### src/rtl/sisp_pkg.sv
package sisp_pkg;

    localparam logic [31:0] SP_MAGIC        = 32'hED26_FF3A;
    localparam logic [15:0] SP_RAW          = 16'hCAC1;
    localparam logic [15:0] SP_FILL         = 16'hCAC2;
    localparam logic [15:0] SP_DONTCARE     = 16'hCAC3;
    localparam logic [15:0] SP_CRC          = 16'hCAC4;
    localparam logic [15:0] SP_HDR_LEN      = 16'd28;
    localparam logic [15:0] SP_CHK_LEN      = 16'd12;
    localparam logic [15:0] MAX_HEADER_LEN  = 16'd4096;
    localparam logic [31:0] MAX_CHUNKS      = 32'd1048576;
    localparam logic [62:0] SP_DEFAULT_MAX  = 63'(64) << 30;

    localparam int CNT_W   = 13;
    localparam int CHUNK_W = 21;
    localparam int OQ_DEPTH = 4;
    localparam int OQ_AW    = $clog2(OQ_DEPTH);

    typedef enum logic [2:0] {
        PH_HDR,
        PH_HDR_EXT,
        PH_CHK,
        PH_RAW,
        PH_WORD,
        PH_DONE
    } t_phase;

    typedef enum logic [2:0] {
        EV_RAW    = 3'd0,
        EV_HEADER = 3'd1,
        EV_CHUNK  = 3'd2,
        EV_DONE   = 3'd3,
        EV_ERROR  = 3'd4
    } t_event;

    typedef enum logic [3:0] {
        ERR_NONE        = 4'd0,
        ERR_MAGIC       = 4'd1,
        ERR_VERSION     = 4'd2,
        ERR_HDR_SIZES   = 4'd3,
        ERR_BLOCK_SIZE  = 4'd4,
        ERR_CHUNK_COUNT = 4'd5,
        ERR_TOO_LARGE   = 4'd6,
        ERR_CHUNK_SIZE  = 4'd7,
        ERR_RAW_SIZE    = 4'd8,
        ERR_PAYLOAD     = 4'd9,
        ERR_DC_PAYLOAD  = 4'd10,
        ERR_CRC_BLOCKS  = 4'd11,
        ERR_TYPE        = 4'd12,
        ERR_BLK_EXCEED  = 4'd13,
        ERR_BLK_SHORT   = 4'd14,
        ERR_TRUNCATED   = 4'd15
    } t_err;

    typedef struct packed {
        t_event      event_res;
        logic [1:0]  chunk_kind;
        logic [31:0] block_count;
        logic [31:0] word_value;
        logic [31:0] block_bytes;
        logic [7:0]  payload_byte;
        t_err        error_code;
        logic        last_of_run;
    } t_result;

    typedef struct packed {
        logic [1:0] count;
        t_result    res0;
        t_result    res1;
    } t_push;

endpackage

### src/rtl/sisp_outq.sv
module sisp_outq (
    input  logic              i_clk,
    input  logic              i_rst_n,
    input  sisp_pkg::t_push   i_push,
    input  logic              i_pop,
    output logic              o_room,
    output logic              o_valid,
    output sisp_pkg::t_result o_res
);
    import sisp_pkg::*;

    t_result           r_mem [OQ_DEPTH];
    logic [OQ_AW-1:0]  r_wp, r_rp;
    logic [OQ_AW:0]    r_cnt;

    assign o_room  = (r_cnt <= (OQ_AW+1)'(OQ_DEPTH - 2));
    assign o_valid = (r_cnt != '0);
    assign o_res   = r_mem[r_rp];

    always_ff @(posedge i_clk) begin
        if (i_push.count != 2'd0) begin
            r_mem[r_wp] <= i_push.res0;
        end
        if (i_push.count == 2'd2) begin
            r_mem[r_wp + 1'b1] <= i_push.res1;
        end
    end

    always_ff @(posedge i_clk) begin
        if (!i_rst_n) begin
            r_wp  <= '0;
            r_rp  <= '0;
            r_cnt <= '0;
        end else begin
            r_wp  <= r_wp + OQ_AW'(i_push.count);
            r_rp  <= r_rp + OQ_AW'(i_pop);
            r_cnt <= r_cnt + (OQ_AW+1)'(i_push.count) - (OQ_AW+1)'(i_pop);
        end
    end

    a_no_overflow: assert property (@(posedge i_clk) disable iff (!i_rst_n)
        (i_push.count != 2'd0) |-> (r_cnt + (OQ_AW+1)'(i_push.count)
                                    <= (OQ_AW+1)'(OQ_DEPTH)))
        else $error("result queue overflow");

    a_no_underflow: assert property (@(posedge i_clk) disable iff (!i_rst_n)
        i_pop |-> o_valid)
        else $error("pop from empty result queue");

    a_cnt_in_range: assert property (@(posedge i_clk) disable iff (!i_rst_n)
        r_cnt <= (OQ_AW+1)'(OQ_DEPTH))
        else $error("result queue count out of range");

endmodule

### config.mk
export PLATFORM = sky130hd
export DESIGN_NAME = sisp_outq
export DESIGN_NICKNAME = d
export VERILOG_FILES = /design/src/rtl/sisp_pkg.sv /design/src/rtl/sisp_outq.sv
export SDC_FILE = /design/constraint.sdc
export NUM_CORES = 1
export LEC_CHECK = 0
export BUFFER_PORTS_ARGS = -buffer_cell sky130_fd_sc_hd__buf_2
export CAP_MARGIN = 20
export CORE_ASPECT_RATIO = 0.5
export CORE_MARGIN = 5
export CORE_UTILIZATION = 40
export CTS_CLUSTER_DIAMETER = 50
export CTS_CLUSTER_SIZE = 40
export DETAILED_ROUTE_END_ITERATION = 10
export SETUP_SLACK_MARGIN = 0.5
export SYNTH_ARGS = -nofsm -noshare
export SYNTH_HDL_FRONTEND = slang
export SYNTH_SLANG_ARGS = --single-unit
### constraint.sdc
create_clock -name i_clk -period 24.9 [get_ports i_clk]
set_input_delay 2.49 -clock i_clk [delete_from_list [all_inputs] [get_ports i_clk]]
set_output_delay 2.49 -clock i_clk [all_outputs]
set_load 0.02 [all_outputs]
==> impl_summary.txt <==
----------------------------------------------------
[Run status]
  Status ... finished clean

[STA]
  Layout Skew ... 0.02610 ns
  RSZ-0062 raised after global routing ... no
  Final hold violation count ... 0
  Transition at the pin with the smallest max-transition slack ... 1.099 ns
  Maximum operating frequency ... 176.6 MHz
  Final period demand of the worst path ... 5.662 ns
  Final setup vio count ... 0
  Final period util ... 22.74%
  Setup TNS ... 0 ns
  Final Slew Violations ... 0
  Slew headroom ... between 20% and 30%

[Cells and area]
  Leading cell types in the layout, fill and taps excluded ... sky130_fd_sc_hd__edfxtp_1, sky130_fd_sc_hd__buf_2, sky130_fd_sc_hd__mux2_2
  Share of post-route cells with drive strength above 1 ... 56.72%
  Multi-input gate area in the final layout ... 8043 um2
  Filler instances ... 4745
  Sequential standard cell area ... 13840 um2
  NumNets Final ... between 1500 and 2000
  Count of non-filler cells in the finished layout ... 2276
  Leading cell type in the layout, fill and taps excluded ... sky130_fd_sc_hd__edfxtp_1
  Post-route standard cell area excluding fillers ... 26110 um2
  Synth-to-Final Area Change ... 17.07%

[Yosys]
  Cell area after synthesis ... 22300 um2
  Prevailing post-synth register cell ... sky130_fd_sc_hd__edfxtp_1
  Number of instances in the synthesized netlist ... 1145
  Sequential fraction of the synthesis area ... 62.03%
  Number of enable-type register cells in the synthesized netlist ... around 460
  Yosys warning total ... 0
  Post-synthesis cell type count ... 27
  Average cell area after synthesis ... 19.48 um2
  Ys async rst share ... 0%
  Net count after synthesis ... 1384
  Yosys reg bits ... between 400 and 500

[Setup path]
  Worst EP arrival ... 3.17 ns
  Critical-path top delay cell ... sky130_fd_sc_hd__dfxtp_4
  Type of the setup path with the least slack ... reg2out
  Combined buffer and inverter count along the critical path ... 2
  Maximum fanout count along the critical path ... 59
  Category of cells accounting for the largest share of critical-path delay ... buffers and inverters
  Reg-to-reg setup timing slack ... 21.17 ns
  Critical Path End Type ... primary output
  Ordered list of cells on the worst path ... buf_4 -> mux4_2 -> buf_2
  Worst EP required ... between 20 and 25 ns
  Crit start category ... flip-flop
  Slowest stage delay, CP ... roughly 1.0 ns

[Die]
  Boundary pin count ... 349
  Die ar. ... 60870 um2
  Die H ... 177.0 um
  Effective utilization at floorplan ... 40.31%
  FP Rows ... 61
  Std-Cell Core Area ... 55330 um2
  Horizontal die dimension ... 343.9 um

[Power and ir drop]
  Net load switching power ... about 0.00054 W
  Power density normalized to cell area ... 75.08 nW/um2
  Power share of the combinational group ... 18.2%
  Power share of the sequential group ... 50.0%
  Part of the total power dissipated in the clock network ... between 30% and 40%
  Leakage Power ... 9.015 nW
  Worst vdd ir ... 0.00004052 V
  Switching share of power ... ~27%
  Internal Pwr Total ... 0.001422 W

[Global route]
  GRT overflow ... 0
  Number of antenna violations at the first check in global routing ... 20
  GRT Resource Usage Total ... a little under a fifth
  Global-route wire length before repair ... between 80 and 90 mm
  Pin count of the biggest net entering global routing ... 63
  Via count of the first global-routing pass ... 13584

[Drt]
  Length of the first detailed-routing pass in iterations ... 4
  Residual DRC ... 0
  Wire length reported by the detailed router ... 56.69 mm
  Via density per instance ... 5.307
  Routed length per instance ... 24.91 um
  Number of DRC markers after the initial detailed-route iteration ... 595
  Number of vias after detailed routing ... 12078
  Antenna viol nets, final ... 0

[Clocking]
  Clock root cell ... sky130_fd_sc_hd__clkbuf_16
  Buffers from clock root to sink, at most ... 3
  Count of buffers added by post-CTS timing repair for setup ... 0
  Number of cells upsized or downsized after cts ... 0
  Hold buffer count at cts ... 0
  Level count of the clock H-tree ... 2
  CTS sink count ... 463
  Clock buffer count from CTS ... 37
  Clock latency reported for the late side of the worst-skew pair ... 0.55 ns
  Register clock-pin slew on the reported worst setup and hold paths ... 0.09 ns
  Clock tree from TritonCTS ... yes

[Placement]
  Final Wtd Congestion ... approximately 0.77
  Total placed instance area ... 24760 um2
  Final HPWL from detailed placement ... 35.11 mm
  Cell total after placement ... roughly 2200
  Port Buffer Count ... approximately 350

[Job]
  Number of max-capacitance violations reported ... 0

[Hold path]
  Worst min path class ... reg2reg

----------------------------------------------------
power by group through the flow:
stage,Combinational [W],Sequential (W),Clock [W]
after floorplan,0.000234,0.00100,0
after global placement,0.000355,0.000994,0
after detailed placement,0.000364,0.00100,0
after CTS,0.000365,0.000982,0.000640
after global routing,0.000381,0.000987,0.000674
final,0.000357,0.000981,0.000623
area by class of cell:
cell class                      instances  area share, %
Antenna cell                           18         0.1725
Clock buffer                           42          3.819
Clock inverter                         24          1.059
Inverter                                6        0.08626
Multi-Input combinational cell        598          30.80
Sequential cell                       463          53.01
Tap cell                              756          3.623
Timing Repair Buffer                  369          7.428
tightest hold or removal path, stage by stage, from the launching register on:
cell	delay (ns)
sky130_fd_sc_hd__dfxtp_1	0.36
sky130_fd_sc_hd__xnor3_1	0.22
sky130_fd_sc_hd__and2_1	0.12
routing by layer:
metal | track usage [%] | up-vias | routed length [um]
li1 | - | 5417 | -
met1 | 20.42 | 6385 | 21270
met2 | 35.15 | 191 | 32150
met3 | 2.756 | 81 | 1658
met4 | 6.498 | 4 | 1583
met5 | 0 | - | 25
worst paths after layout:
path	start	endpoint	depth (start not counted)
setup / recovery	r_rp[1]$_SDFF_PN0_	o_res[71]	3
hold / removal	r_cnt[2]$_SDFF_PN0_	r_cnt[2]$_SDFF_PN0_	2
setup reg to reg	r_wp[1]$_SDFF_PN0_	r_mem[0][6]$_DFFE_PP_	5
hold reg to reg	r_cnt[2]$_SDFF_PN0_	r_cnt[2]$_SDFF_PN0_	2
cells in the mapped netlist (all sizes together) (2+ instances only):
library cell  number  area share [%]
mux4             114              12
nor2b              2           0.056
ha                 5            0.28
buf               66             1.9
edfxtp           456              61
nor2               2           0.034
mux2             456              23
clkbuf            12            0.20
xnor3              2            0.20
inv                6            0.10
and2               5            0.14
o21bai             2           0.067
dfxtp              7            0.63
stage by stage:
step	setup slack (ns)	power (W)	hold slack (ns)	utilization, %
2_1_floorplan	13.44	0.001237	0.5396	-
3_3_place_gp	19.03	0.001349	0.6697	44.70
3_5_place_dp	19.03	0.001363	0.7085	44.75
4_1_cts	19.12	0.001987	0.7267	47.05
5_1_grt	19.09	0.002043	0.7783	47.19
6_report	19.24	0.001960	0.7228	47.19
flip-flops by register name, summed over array words and instances (netlist names):
name	flops
r_wp	2
r_rp	2
r_cnt	3
r_mem	456
cells by family (layout without fill, tap and decap cells):
| group | count (synthesis) | count (layout) | synth area share [%] |
|---|---|---|---|
| AOI/OAI and AO/OA | 4 | 4 | 0.1121 |
| xor gates and xnor gates | 3 | 3 | 0.2412 |
| adders and majority gates | 6 | 6 | 0.3703 |
| buffers and inverters | 84 | 441 | 2.165 |
| DFF | 463 | 463 | 62.03 |
| muxes | 571 | 571 | 34.58 |
| other | 0 | 18 | 0 |
| and+or+nand+nor | 14 | 14 | 0.5049 |
(Power assumes the default switching activity.)
