--- config.mk ---
export PLATFORM = sky130hd
export DESIGN_NAME = sisp_core
export DESIGN_NICKNAME = d
export VERILOG_FILES = /design/src/rtl/sisp_pkg.sv /design/src/rtl/sisp_core.sv
export SDC_FILE = /design/constraint.sdc
export NUM_CORES = 2
export LEC_CHECK = 0
export BUFFER_PORTS_ARGS = -buffer_cell sky130_fd_sc_hd__buf_2
export CORE_AREA = 2 2 365 367
export CTS_CLUSTER_SIZE = 10
export DETAILED_ROUTE_END_ITERATION = 10
export DIE_AREA = 0 0 367 369
export RECOVER_POWER = 50
export SLEW_MARGIN = 20
export SYNTH_ARGS = -nofsm -noshare
export SYNTH_HDL_FRONTEND = slang
export SYNTH_SLANG_ARGS = --single-unit
export TNS_END_PERCENT = 10
--- constraint.sdc ---
create_clock -name i_clk -period 10.3 [get_ports i_clk]
set_input_delay 2.06 -clock i_clk [delete_from_list [all_inputs] [get_ports i_clk]]
set_output_delay 2.06 -clock i_clk [all_outputs]
set_load 0.02 [all_outputs]
--- src/rtl/sisp_pkg.sv ---
package sisp_pkg;

    localparam logic [31:0] SP_MAGIC        = 32'hED26_FF3A;
    localparam logic [15:0] SP_RAW          = 16'hCAC1;
    localparam logic [15:0] SP_FILL         = 16'hCAC2;
    localparam logic [15:0] SP_DONTCARE     = 16'hCAC3;
    localparam logic [15:0] SP_CRC          = 16'hCAC4;
    localparam logic [15:0] SP_HDR_LEN      = 16'd28;
    localparam logic [15:0] SP_CHK_LEN      = 16'd12;
    localparam logic [15:0] MAX_HEADER_LEN  = 16'd4096;
    localparam logic [31:0] MAX_CHUNKS      = 32'd1048576;
    localparam logic [62:0] SP_DEFAULT_MAX  = 63'(64) << 30;

    localparam int CNT_W   = 13;
    localparam int CHUNK_W = 21;
    localparam int OQ_DEPTH = 4;
    localparam int OQ_AW    = $clog2(OQ_DEPTH);

    typedef enum logic [2:0] {
        PH_HDR,
        PH_HDR_EXT,
        PH_CHK,
        PH_RAW,
        PH_WORD,
        PH_DONE
    } t_phase;

    typedef enum logic [2:0] {
        EV_RAW    = 3'd0,
        EV_HEADER = 3'd1,
        EV_CHUNK  = 3'd2,
        EV_DONE   = 3'd3,
        EV_ERROR  = 3'd4
    } t_event;

    typedef enum logic [3:0] {
        ERR_NONE        = 4'd0,
        ERR_MAGIC       = 4'd1,
        ERR_VERSION     = 4'd2,
        ERR_HDR_SIZES   = 4'd3,
        ERR_BLOCK_SIZE  = 4'd4,
        ERR_CHUNK_COUNT = 4'd5,
        ERR_TOO_LARGE   = 4'd6,
        ERR_CHUNK_SIZE  = 4'd7,
        ERR_RAW_SIZE    = 4'd8,
        ERR_PAYLOAD     = 4'd9,
        ERR_DC_PAYLOAD  = 4'd10,
        ERR_CRC_BLOCKS  = 4'd11,
        ERR_TYPE        = 4'd12,
        ERR_BLK_EXCEED  = 4'd13,
        ERR_BLK_SHORT   = 4'd14,
        ERR_TRUNCATED   = 4'd15
    } t_err;

    typedef struct packed {
        t_event      event_res;
        logic [1:0]  chunk_kind;
        logic [31:0] block_count;
        logic [31:0] word_value;
        logic [31:0] block_bytes;
        logic [7:0]  payload_byte;
        t_err        error_code;
        logic        last_of_run;
    } t_result;

    typedef struct packed {
        logic [1:0] count;
        t_result    res0;
        t_result    res1;
    } t_push;

endpackage

--- src/rtl/sisp_core.sv ---
module sisp_core (
    input  logic             i_clk,
    input  logic             i_rst_n,
    input  logic             i_cfg_we,
    input  logic [62:0]      i_cfg_wdata,
    input  logic             i_take,
    input  logic [7:0]       i_byte,
    input  logic             i_eoi,
    output sisp_pkg::t_push  o_push
);
    import sisp_pkg::*;

    t_phase              r_phase, n_phase;
    logic [CNT_W-1:0]    r_cnt, n_cnt;
    logic [15:0]         r_hlen, n_hlen;
    logic [15:0]         r_chlen, n_chlen;
    logic [31:0]         r_bsize, n_bsize;
    logic [31:0]         r_tblocks, n_tblocks;
    logic [CHUNK_W-1:0]  r_tchunks, n_tchunks;
    logic [CHUNK_W-1:0]  r_cdone, n_cdone;
    logic [32:0]         r_bseen, n_bseen;
    logic [15:0]         r_ctype, n_ctype;
    logic [31:0]         r_cblocks, n_cblocks;
    logic [31:0]         r_pleft, n_pleft;
    logic [31:0]         r_word, n_word;
    logic                r_failed, n_failed;
    logic [62:0]         r_max;
    logic [63:0]         r_prod;

    logic                m_v, e_v, t_v;
    t_result             m_res, e_res, t_res;
    logic [31:0]         w;
    logic [31:0]         payload;
    logic                go_end, go_chk, hend, fin;
    logic [1:0]          kind;

    // product of block size with total or chunk blocks, settles before use
    always_ff @(posedge i_clk) begin
        r_prod <= 64'(((r_phase == PH_HDR) ? r_tblocks : r_cblocks)) * 64'(r_bsize);
    end

    always_ff @(posedge i_clk) begin
        if (!i_rst_n) begin
            r_max <= SP_DEFAULT_MAX;
        end else if (i_cfg_we) begin
            r_max <= i_cfg_wdata;
        end
    end

    always_comb begin
        n_phase   = r_phase;
        n_cnt     = r_cnt;
        n_hlen    = r_hlen;
        n_chlen   = r_chlen;
        n_bsize   = r_bsize;
        n_tblocks = r_tblocks;
        n_tchunks = r_tchunks;
        n_cdone   = r_cdone;
        n_bseen   = r_bseen;
        n_ctype   = r_ctype;
        n_cblocks = r_cblocks;
        n_pleft   = r_pleft;
        n_word    = r_word;
        n_failed  = r_failed;
        m_v = 1'b0;
        e_v = 1'b0;
        t_v = 1'b0;
        m_res = '0;
        e_res = '0;
        t_res = '0;
        hend = 1'b0;
        fin = 1'b0;
        go_end = 1'b0;
        go_chk = 1'b0;
        w = {i_byte, r_word[31:8]};
        payload = w - 32'(r_chlen);
        kind = r_ctype[1:0] - 2'b01;

        if (i_take && !r_failed && r_phase != PH_DONE) begin
            n_word = w;
            n_cnt = r_cnt + 1'b1;
            unique case (r_phase)
                PH_HDR: begin
                    if (r_cnt == CNT_W'(3)) begin
                        if (w != SP_MAGIC) begin
                            m_v = 1'b1; m_res.error_code = ERR_MAGIC;
                        end
                    end else if (r_cnt == CNT_W'(5)) begin
                        if (w[31:16] != 16'd1) begin
                            m_v = 1'b1; m_res.error_code = ERR_VERSION;
                        end
                    end else if (r_cnt == CNT_W'(9)) begin
                        n_hlen = w[31:16];
                    end else if (r_cnt == CNT_W'(11)) begin
                        n_chlen = w[31:16];
                        if (r_hlen < SP_HDR_LEN || r_hlen > MAX_HEADER_LEN ||
                            w[31:16] < SP_CHK_LEN || w[31:16] > MAX_HEADER_LEN) begin
                            m_v = 1'b1; m_res.error_code = ERR_HDR_SIZES;
                        end
                    end else if (r_cnt == CNT_W'(15)) begin
                        n_bsize = w;
                        if (w == 32'd0 || w[1:0] != 2'd0) begin
                            m_v = 1'b1; m_res.error_code = ERR_BLOCK_SIZE;
                        end
                    end else if (r_cnt == CNT_W'(19)) begin
                        n_tblocks = w;
                    end else if (r_cnt == CNT_W'(23)) begin
                        if (w > MAX_CHUNKS) begin
                            m_v = 1'b1; m_res.error_code = ERR_CHUNK_COUNT;
                        end else begin
                            n_tchunks = w[CHUNK_W-1:0];
                            if (r_prod > {1'b0, r_max}) begin
                                m_v = 1'b1; m_res.error_code = ERR_TOO_LARGE;
                            end
                        end
                    end else if (r_cnt == CNT_W'(27)) begin
                        m_v = 1'b1;
                        m_res.event_res = EV_HEADER;
                        m_res.block_count = r_tblocks;
                        m_res.word_value = w;
                        m_res.block_bytes = r_bsize;
                        if (r_hlen <= SP_HDR_LEN) begin
                            hend = 1'b1;
                        end else begin
                            n_phase = PH_HDR_EXT;
                        end
                    end
                    if (m_v && m_res.error_code != ERR_NONE) begin
                        m_res.event_res = EV_ERROR;
                        n_failed = 1'b1;
                    end
                end
                PH_HDR_EXT: begin
                    if (17'(r_cnt) + 17'd1 >= 17'(r_hlen)) begin
                        hend = 1'b1;
                    end
                end
                PH_CHK: begin
                    if (r_cnt == CNT_W'(1)) begin
                        n_ctype = w[31:16];
                    end else if (r_cnt == CNT_W'(7)) begin
                        n_cblocks = w;
                    end else if (r_cnt == CNT_W'(11)) begin
                        if (w < 32'(r_chlen)) begin
                            m_v = 1'b1; m_res.error_code = ERR_CHUNK_SIZE;
                        end else begin
                            n_pleft = payload;
                            if (r_ctype == SP_RAW) begin
                                if ({32'd0, payload} != r_prod) begin
                                    m_v = 1'b1; m_res.error_code = ERR_RAW_SIZE;
                                end
                            end else if (r_ctype == SP_FILL) begin
                                if (payload != 32'd4) begin
                                    m_v = 1'b1; m_res.error_code = ERR_PAYLOAD;
                                end
                            end else if (r_ctype == SP_DONTCARE) begin
                                if (payload != 32'd0) begin
                                    m_v = 1'b1; m_res.error_code = ERR_DC_PAYLOAD;
                                end
                            end else if (r_ctype == SP_CRC) begin
                                if (payload != 32'd4) begin
                                    m_v = 1'b1; m_res.error_code = ERR_PAYLOAD;
                                end else if (r_cblocks != 32'd0) begin
                                    m_v = 1'b1; m_res.error_code = ERR_CRC_BLOCKS;
                                end
                            end else begin
                                m_v = 1'b1; m_res.error_code = ERR_TYPE;
                            end
                            if (!m_v) begin
                                n_bseen = r_bseen + 33'(r_cblocks);
                                if (n_bseen > {1'b0, r_tblocks}) begin
                                    m_v = 1'b1; m_res.error_code = ERR_BLK_EXCEED;
                                end
                            end
                        end
                        if (m_v) begin
                            m_res.event_res = EV_ERROR;
                            n_failed = 1'b1;
                        end
                    end
                    if (!n_failed && r_cnt >= CNT_W'(11) &&
                        17'(r_cnt) + 17'd1 >= 17'(r_chlen)) begin
                        if (r_ctype == SP_FILL || r_ctype == SP_CRC) begin
                            n_phase = PH_WORD;
                            n_cnt = '0;
                        end else begin
                            m_v = 1'b1;
                            m_res.event_res = EV_CHUNK;
                            m_res.chunk_kind = kind;
                            m_res.block_count = r_cblocks;
                            if (r_ctype == SP_RAW && n_pleft != 32'd0) begin
                                n_phase = PH_RAW;
                                n_cnt = '0;
                            end else begin
                                fin = 1'b1;
                            end
                        end
                    end
                end
                PH_RAW: begin
                    m_v = 1'b1;
                    m_res.event_res = EV_RAW;
                    m_res.payload_byte = i_byte;
                    n_pleft = r_pleft - 32'd1;
                    fin = (n_pleft == 32'd0);
                end
                PH_WORD: begin
                    n_pleft = r_pleft - 32'd1;
                    if (n_pleft == 32'd0) begin
                        m_v = 1'b1;
                        m_res.event_res = EV_CHUNK;
                        m_res.chunk_kind = kind;
                        m_res.block_count = r_cblocks;
                        m_res.word_value = w;
                        fin = 1'b1;
                    end
                end
                default: begin
                end
            endcase

            if (hend) begin
                if (r_tchunks == '0) begin
                    go_end = 1'b1;
                end else begin
                    go_chk = 1'b1;
                end
            end
            if (fin) begin
                n_cdone = r_cdone + 1'b1;
                if (n_cdone == r_tchunks) begin
                    go_end = 1'b1;
                end else begin
                    go_chk = 1'b1;
                end
            end
            if (go_chk) begin
                n_phase = PH_CHK;
                n_cnt = '0;
            end
            if (go_end) begin
                e_v = 1'b1;
                if (n_bseen != {1'b0, r_tblocks}) begin
                    e_res.event_res = EV_ERROR;
                    e_res.error_code = ERR_BLK_SHORT;
                    n_failed = 1'b1;
                end else begin
                    e_res.event_res = EV_DONE;
                end
                n_phase = PH_DONE;
            end
        end

        if (i_take && i_eoi) begin
            if (!n_failed && n_phase != PH_DONE) begin
                t_v = 1'b1;
                t_res.event_res = EV_ERROR;
                t_res.error_code = ERR_TRUNCATED;
            end
            n_phase   = PH_HDR;
            n_cnt     = '0;
            n_hlen    = '0;
            n_chlen   = '0;
            n_bsize   = '0;
            n_tblocks = '0;
            n_tchunks = '0;
            n_cdone   = '0;
            n_bseen   = '0;
            n_ctype   = '0;
            n_cblocks = '0;
            n_pleft   = '0;
            n_word    = '0;
            n_failed  = 1'b0;
        end
    end

    // pack up to two results in order, last one flagged
    always_comb begin
        o_push = '0;
        o_push.count = 2'(m_v) + 2'(e_v) + 2'(t_v);
        o_push.res0 = m_v ? m_res : (e_v ? e_res : t_res);
        o_push.res1 = (m_v && e_v) ? e_res : t_res;
        o_push.res0.last_of_run = (o_push.count == 2'd1);
        o_push.res1.last_of_run = 1'b1;
    end

    always_ff @(posedge i_clk) begin
        if (!i_rst_n) begin
            r_phase   <= PH_HDR;
            r_cnt     <= '0;
            r_hlen    <= '0;
            r_chlen   <= '0;
            r_bsize   <= '0;
            r_tblocks <= '0;
            r_tchunks <= '0;
            r_cdone   <= '0;
            r_bseen   <= '0;
            r_ctype   <= '0;
            r_cblocks <= '0;
            r_pleft   <= '0;
            r_word    <= '0;
            r_failed  <= 1'b0;
        end else begin
            r_phase   <= n_phase;
            r_cnt     <= n_cnt;
            r_hlen    <= n_hlen;
            r_chlen   <= n_chlen;
            r_bsize   <= n_bsize;
            r_tblocks <= n_tblocks;
            r_tchunks <= n_tchunks;
            r_cdone   <= n_cdone;
            r_bseen   <= n_bseen;
            r_ctype   <= n_ctype;
            r_cblocks <= n_cblocks;
            r_pleft   <= n_pleft;
            r_word    <= n_word;
            r_failed  <= n_failed;
        end
    end

    a_quiet_after_error: assert property (@(posedge i_clk) disable iff (!i_rst_n)
        (i_take && r_failed && !i_eoi) |-> (o_push.count == 2'd0))
        else $error("result produced after error");

    a_quiet_after_done: assert property (@(posedge i_clk) disable iff (!i_rst_n)
        (i_take && r_phase == PH_DONE && !i_eoi) |-> (o_push.count == 2'd0))
        else $error("result produced after completion");

    a_eoi_resets: assert property (@(posedge i_clk) disable iff (!i_rst_n)
        (i_take && i_eoi) |=> (r_phase == PH_HDR && !r_failed && r_cnt == '0))
        else $error("end of input did not return to header phase");

endmodule

==> run_results.csv <==
group,metric,value,unit
routing,vias,53840,
logic_synthesis,yosysUniqueCellTypes,99,
power_and_ir_drop,power.density,58.13,mW/mm2
setup_path,critPathRequiredTime,8240,ps
power_and_ir_drop,p_int,2752,uW
die,start_util,46.71,%
final_layout,drive_gt1_share,7.836,%
global_route,grt_pass1_wl,338900,um
clocking,cts.clk_slew.worst_paths,60,ps
clocking,cts_buffer_depth,3,
power_and_ir_drop,pwr-share-seq,43.0,%
timing,clock_skew,73.82,ps
setup_path,critPathArrivalTime,7960,ps
outcome,violations,"capacitance limit, slew limit",
timing,rsz0062_at_grt,"false",
setup_path,slowest_stage,"fa_1",
power_and_ir_drop,p_total,3844,uW
die,dieArea,0.1354,mm2
timing,hold_ws,449.0,ps
setup_path,r2r-end,"r_prod[45]$_DFF_P_",
setup_path,r2r_slack,420,ps
final_layout,stdcell_count,9368,
worst_hold_path,hold_path.class,"flip-flop to flip-flop",
routing,totalWireLength,227900,um
place,io_buffers,198,
timing,final.setup.tns,0,ps
logic_synthesis,synth_top_area_share,29.38,%
global_route,grt.overflow.total,0,
die,die_h,369,um
setup_path,worstPathCellList,"inv_1 > ha_1 > fa_1 > xor2_1 > nand4_1 > a221oi_1 > nand4b_1 > nor4_1 > o2111ai_1 > a2111oi_0 > nand4_1 > nor2_1 > buf_4 > mux2i_1 > o311ai_0 > nor4b_2 > o21ai_1 > or3_4 > o32ai_2 > buf_2",
setup_path,cp_top_family,"simple AND/OR/NAND/NOR gates",
setup_path,reg2reg_depth,35,
worst_hold_path,hold_end,"r_ctype[14]$_SDFFE_PP0P_",
clocking,numCtsBuffers,51,
setup_path,path_class,"flip-flop to primary output",
logic_synthesis,syn_area_per_cell,8.108,um2
routing,wl_per_cell,24.33,um
clocking,cts_tree,"built",
timing,slew_viol_final,349,
die,row_count,133,
setup_path,reg2reg_from,"r_phase[1]$_SDFF_PP0_",
worst_hold_path,holdCritStartpoint,"r_ctype[14]$_SDFFE_PP0P_",
routing,post-route-drc-count,0,
timing,finalHoldViolations,0,
routing,vias_per_cell,5.747,
logic_synthesis,yosys_warnings,0,
timing,timing.final.crit_period,10020,ps
logic_synthesis,synth_enable_flop_cells,0,
clocking,cts-root-buf,"clkbuf_16",
final_layout,areaGrowthSynthToFinish,7.946,%
clocking,htreeDepth,2,
routing,dr.first_iter.drc_count,5423,
routing,antenna_left,0,
die,pin_count,306,
timing,setup-violations-final,0,
power_and_ir_drop,swShare,28.39,%
setup_path,cp_num_buf_inv,3,
logic_synthesis,seq_area_frac_synth,13.69,%
power_and_ir_drop,p_leak,0.03103,uW
clocking,cts.sinks,419,
global_route,grt_antenna_before_repair,15,
setup_path,cp-start-kind,"flip-flop",
clocking,hold_buffers,0,
place,dp.cells,9276,
logic_synthesis,yosys.area.top_type,"fa_1",
setup_path,cp_max_fo,5,
setup_path,cp-end-kind,"primary output",
final_layout,nNetsFinal,9001,
timing,fin_crit_sh,97.29,%
logic_synthesis,netlist_instances,7555,
logic_synthesis,synth_seq_cells,419,
global_route,grt_pass1_vias,53380,
power_and_ir_drop,vdd_drop_max,0.08510,mV
outcome,status,"finished, violations left",
logic_synthesis,synth_area,0.06125,mm2
timing,fmax,99.79,MHz
place,dpl.hpwl,178500,um
die,core_area,0.1311,mm2
place,place.gp.congestion,1.029,
setup_path,cpMostUsedCell,"nand4_1",
final_layout,final_util,50.42,%
power_and_ir_drop,p_clk_share,46.6,%
setup_path,slowest_delay,680,ps
routing,first_pass_iters,8,
power_and_ir_drop,pwr-share-comb,10.4,%
die,dieWidth,367,um
timing,tightest_slew,3299,ps
timing,slew_headroom,-119.9,%
global_route,grtUsageTotal,33.17,%
clocking,clock_latency,670,ps
job,cap_violations,5,
power_and_ir_drop,p_switching,1091,uW
logic_synthesis,synth_ff_type,"dfxtp_1",
worst_hold_path,hold_depth,2,
logic_synthesis,synth-async-reset-ratio,0,%
logic_synthesis,yosys-top-cells-area,"fa_1, dfxtp_1, ha_1",
global_route,grt_max_degree,91,
==> worst register-to-register path: cells and delay by family, from the launching register on <==
family	cells	cell delay, ps
fa+ha+maj	9	4140
flops	1	400
simple gates	5	1220
compound gates	12	2800
buf+inv	8	1030
xor+xnor	1	140
==> metrics by stage <==
| step | area [um2] | worst slack (ps) |
|---|---|---|
| final | 66120 | 279.4 |
| after floorplan | 61650 | 920.8 |
| after detailed placement | 64370 | 342.2 |
| after global placement | 64340 | 441.9 |
| after global routing | 66110 | 31.05 |
| after CTS | 65960 | 4.766 |
==> timing repair <==
action	CTS	global route
pin swaps	0	7
buffers inserted	0	5
endpoints found under the setup margin	40	86
resized for setup	2	16
gates cloned	0	3
==> power by group through the flow <==
stage | clock (uW) | sequential [uW] | combinational [uW]
global placement | 0 | 1690 | 385
detailed placement | 0 | 1690 | 383
CTS | 1800 | 1650 | 386
global route | 1860 | 1650 | 418
floorplan | 0 | 1680 | 278
finish | 1790 | 1650 | 399
==> kinds of logic after synthesis <==
logic type,synth area share (%)
adder cells (fa/ha/maj),38.45
buffers and inverters,11.29
other,0.01226
XOR/XNOR,3.597
AND/OR/NAND/NOR,20.31
AO/OA/AOI/OAI,10.71
multiplexers,1.953
flip-flops,13.69
==> cell usage after synthesis, drive strengths merged, types with 29 or more instances <==
master / number
a211oi: 29
a21o: 93
a21oi: 414
a22o: 34
a31oi: 30
and2: 304
and3: 56
buf: 130
clkbuf: 427
dfxtp: 419
fa: 899
ha: 443
inv: 1169
mux2i: 115
nand2: 1374
nand2b: 34
nand3: 105
nand4: 68
nor2: 308
nor2b: 94
nor3: 92
nor4: 77
o21a: 32
o21ai: 203
or3: 43
xnor2: 147
xor2: 76
==> area by class of cell <==
class | count | area [um2]
well taps | 1755 | 2196
clock buffers | 70 | 1448
clock inverters | 6 | 132.6
fillers | 12860 | 65010
diodes | 7 | 17.52
repair buffers | 424 | 2775
flip-flops and latches | 419 | 8401
inverters | 1169 | 4388
multi-input cells | 5518 | 46760
==> worst max-delay path by stage <==
| stage | startpoint | to | cells past startpoint |
|---|---|---|---|
| 2_1_floorplan | r_phase[0]$_SDFF_PP0_ | r_prod[45]$_DFF_P_ | 40 |
| 6_report | r_word[8]$_SDFFE_PP0P_ | o_push[225] | 20 |
| 3_3_place_gp | r_phase[1]$_SDFF_PP0_ | r_prod[62]$_DFF_P_ | 36 |
| 5_1_grt | r_phase[1]$_SDFF_PP0_ | r_prod[62]$_DFF_P_ | 35 |
| 4_1_cts | r_cblocks[1]$_SDFFE_PP0P_ | o_push[114] | 32 |
| 3_5_place_dp | r_phase[1]$_SDFF_PP0_ | r_prod[62]$_DFF_P_ | 36 |
==> state kept, by name (all words and copies together), names as in the netlist <==
name and count:
r_cnt 13, r_chlen 16, r_bsize 32, r_phase 3, r_failed 1, r_tchunks 21, r_bseen 33, r_hlen 16
r_cdone 21, r_prod 64, r_max 63, r_pleft 32, r_tblocks 32, r_cblocks 32, r_word 24, r_ctype 16
==> metal layers <==
metal / GRT usage (%) / vias to the layer above / wire [um]
li1: - / 23800 / -
met1: 44.11 / 26850 / 92550
met2: 53.18 / 2608 / 102800
met3: 5.795 / 574 / 20520
met4: 14.21 / 4 / 12010
met5: 0 / - / 23
==> placed cells by master, fill, tap and decap left out, drive strengths merged, types with 34 or more instances in the layout <==
master	count
nand2	1374
inv	1169
fa	899
ha	443
dfxtp	419
buf	419
a21oi	414
nor2	308
and2	304
o21ai	205
xnor2	147
mux2i	115
conb	107
nand3	105
nor2b	94
a21o	93
nor3	92
nor4	77
xor2	76
clkbuf	75
nand4	68
and3	56
or3	44
nand2b	34
a22o	34
(Power assumes the default switching activity.)
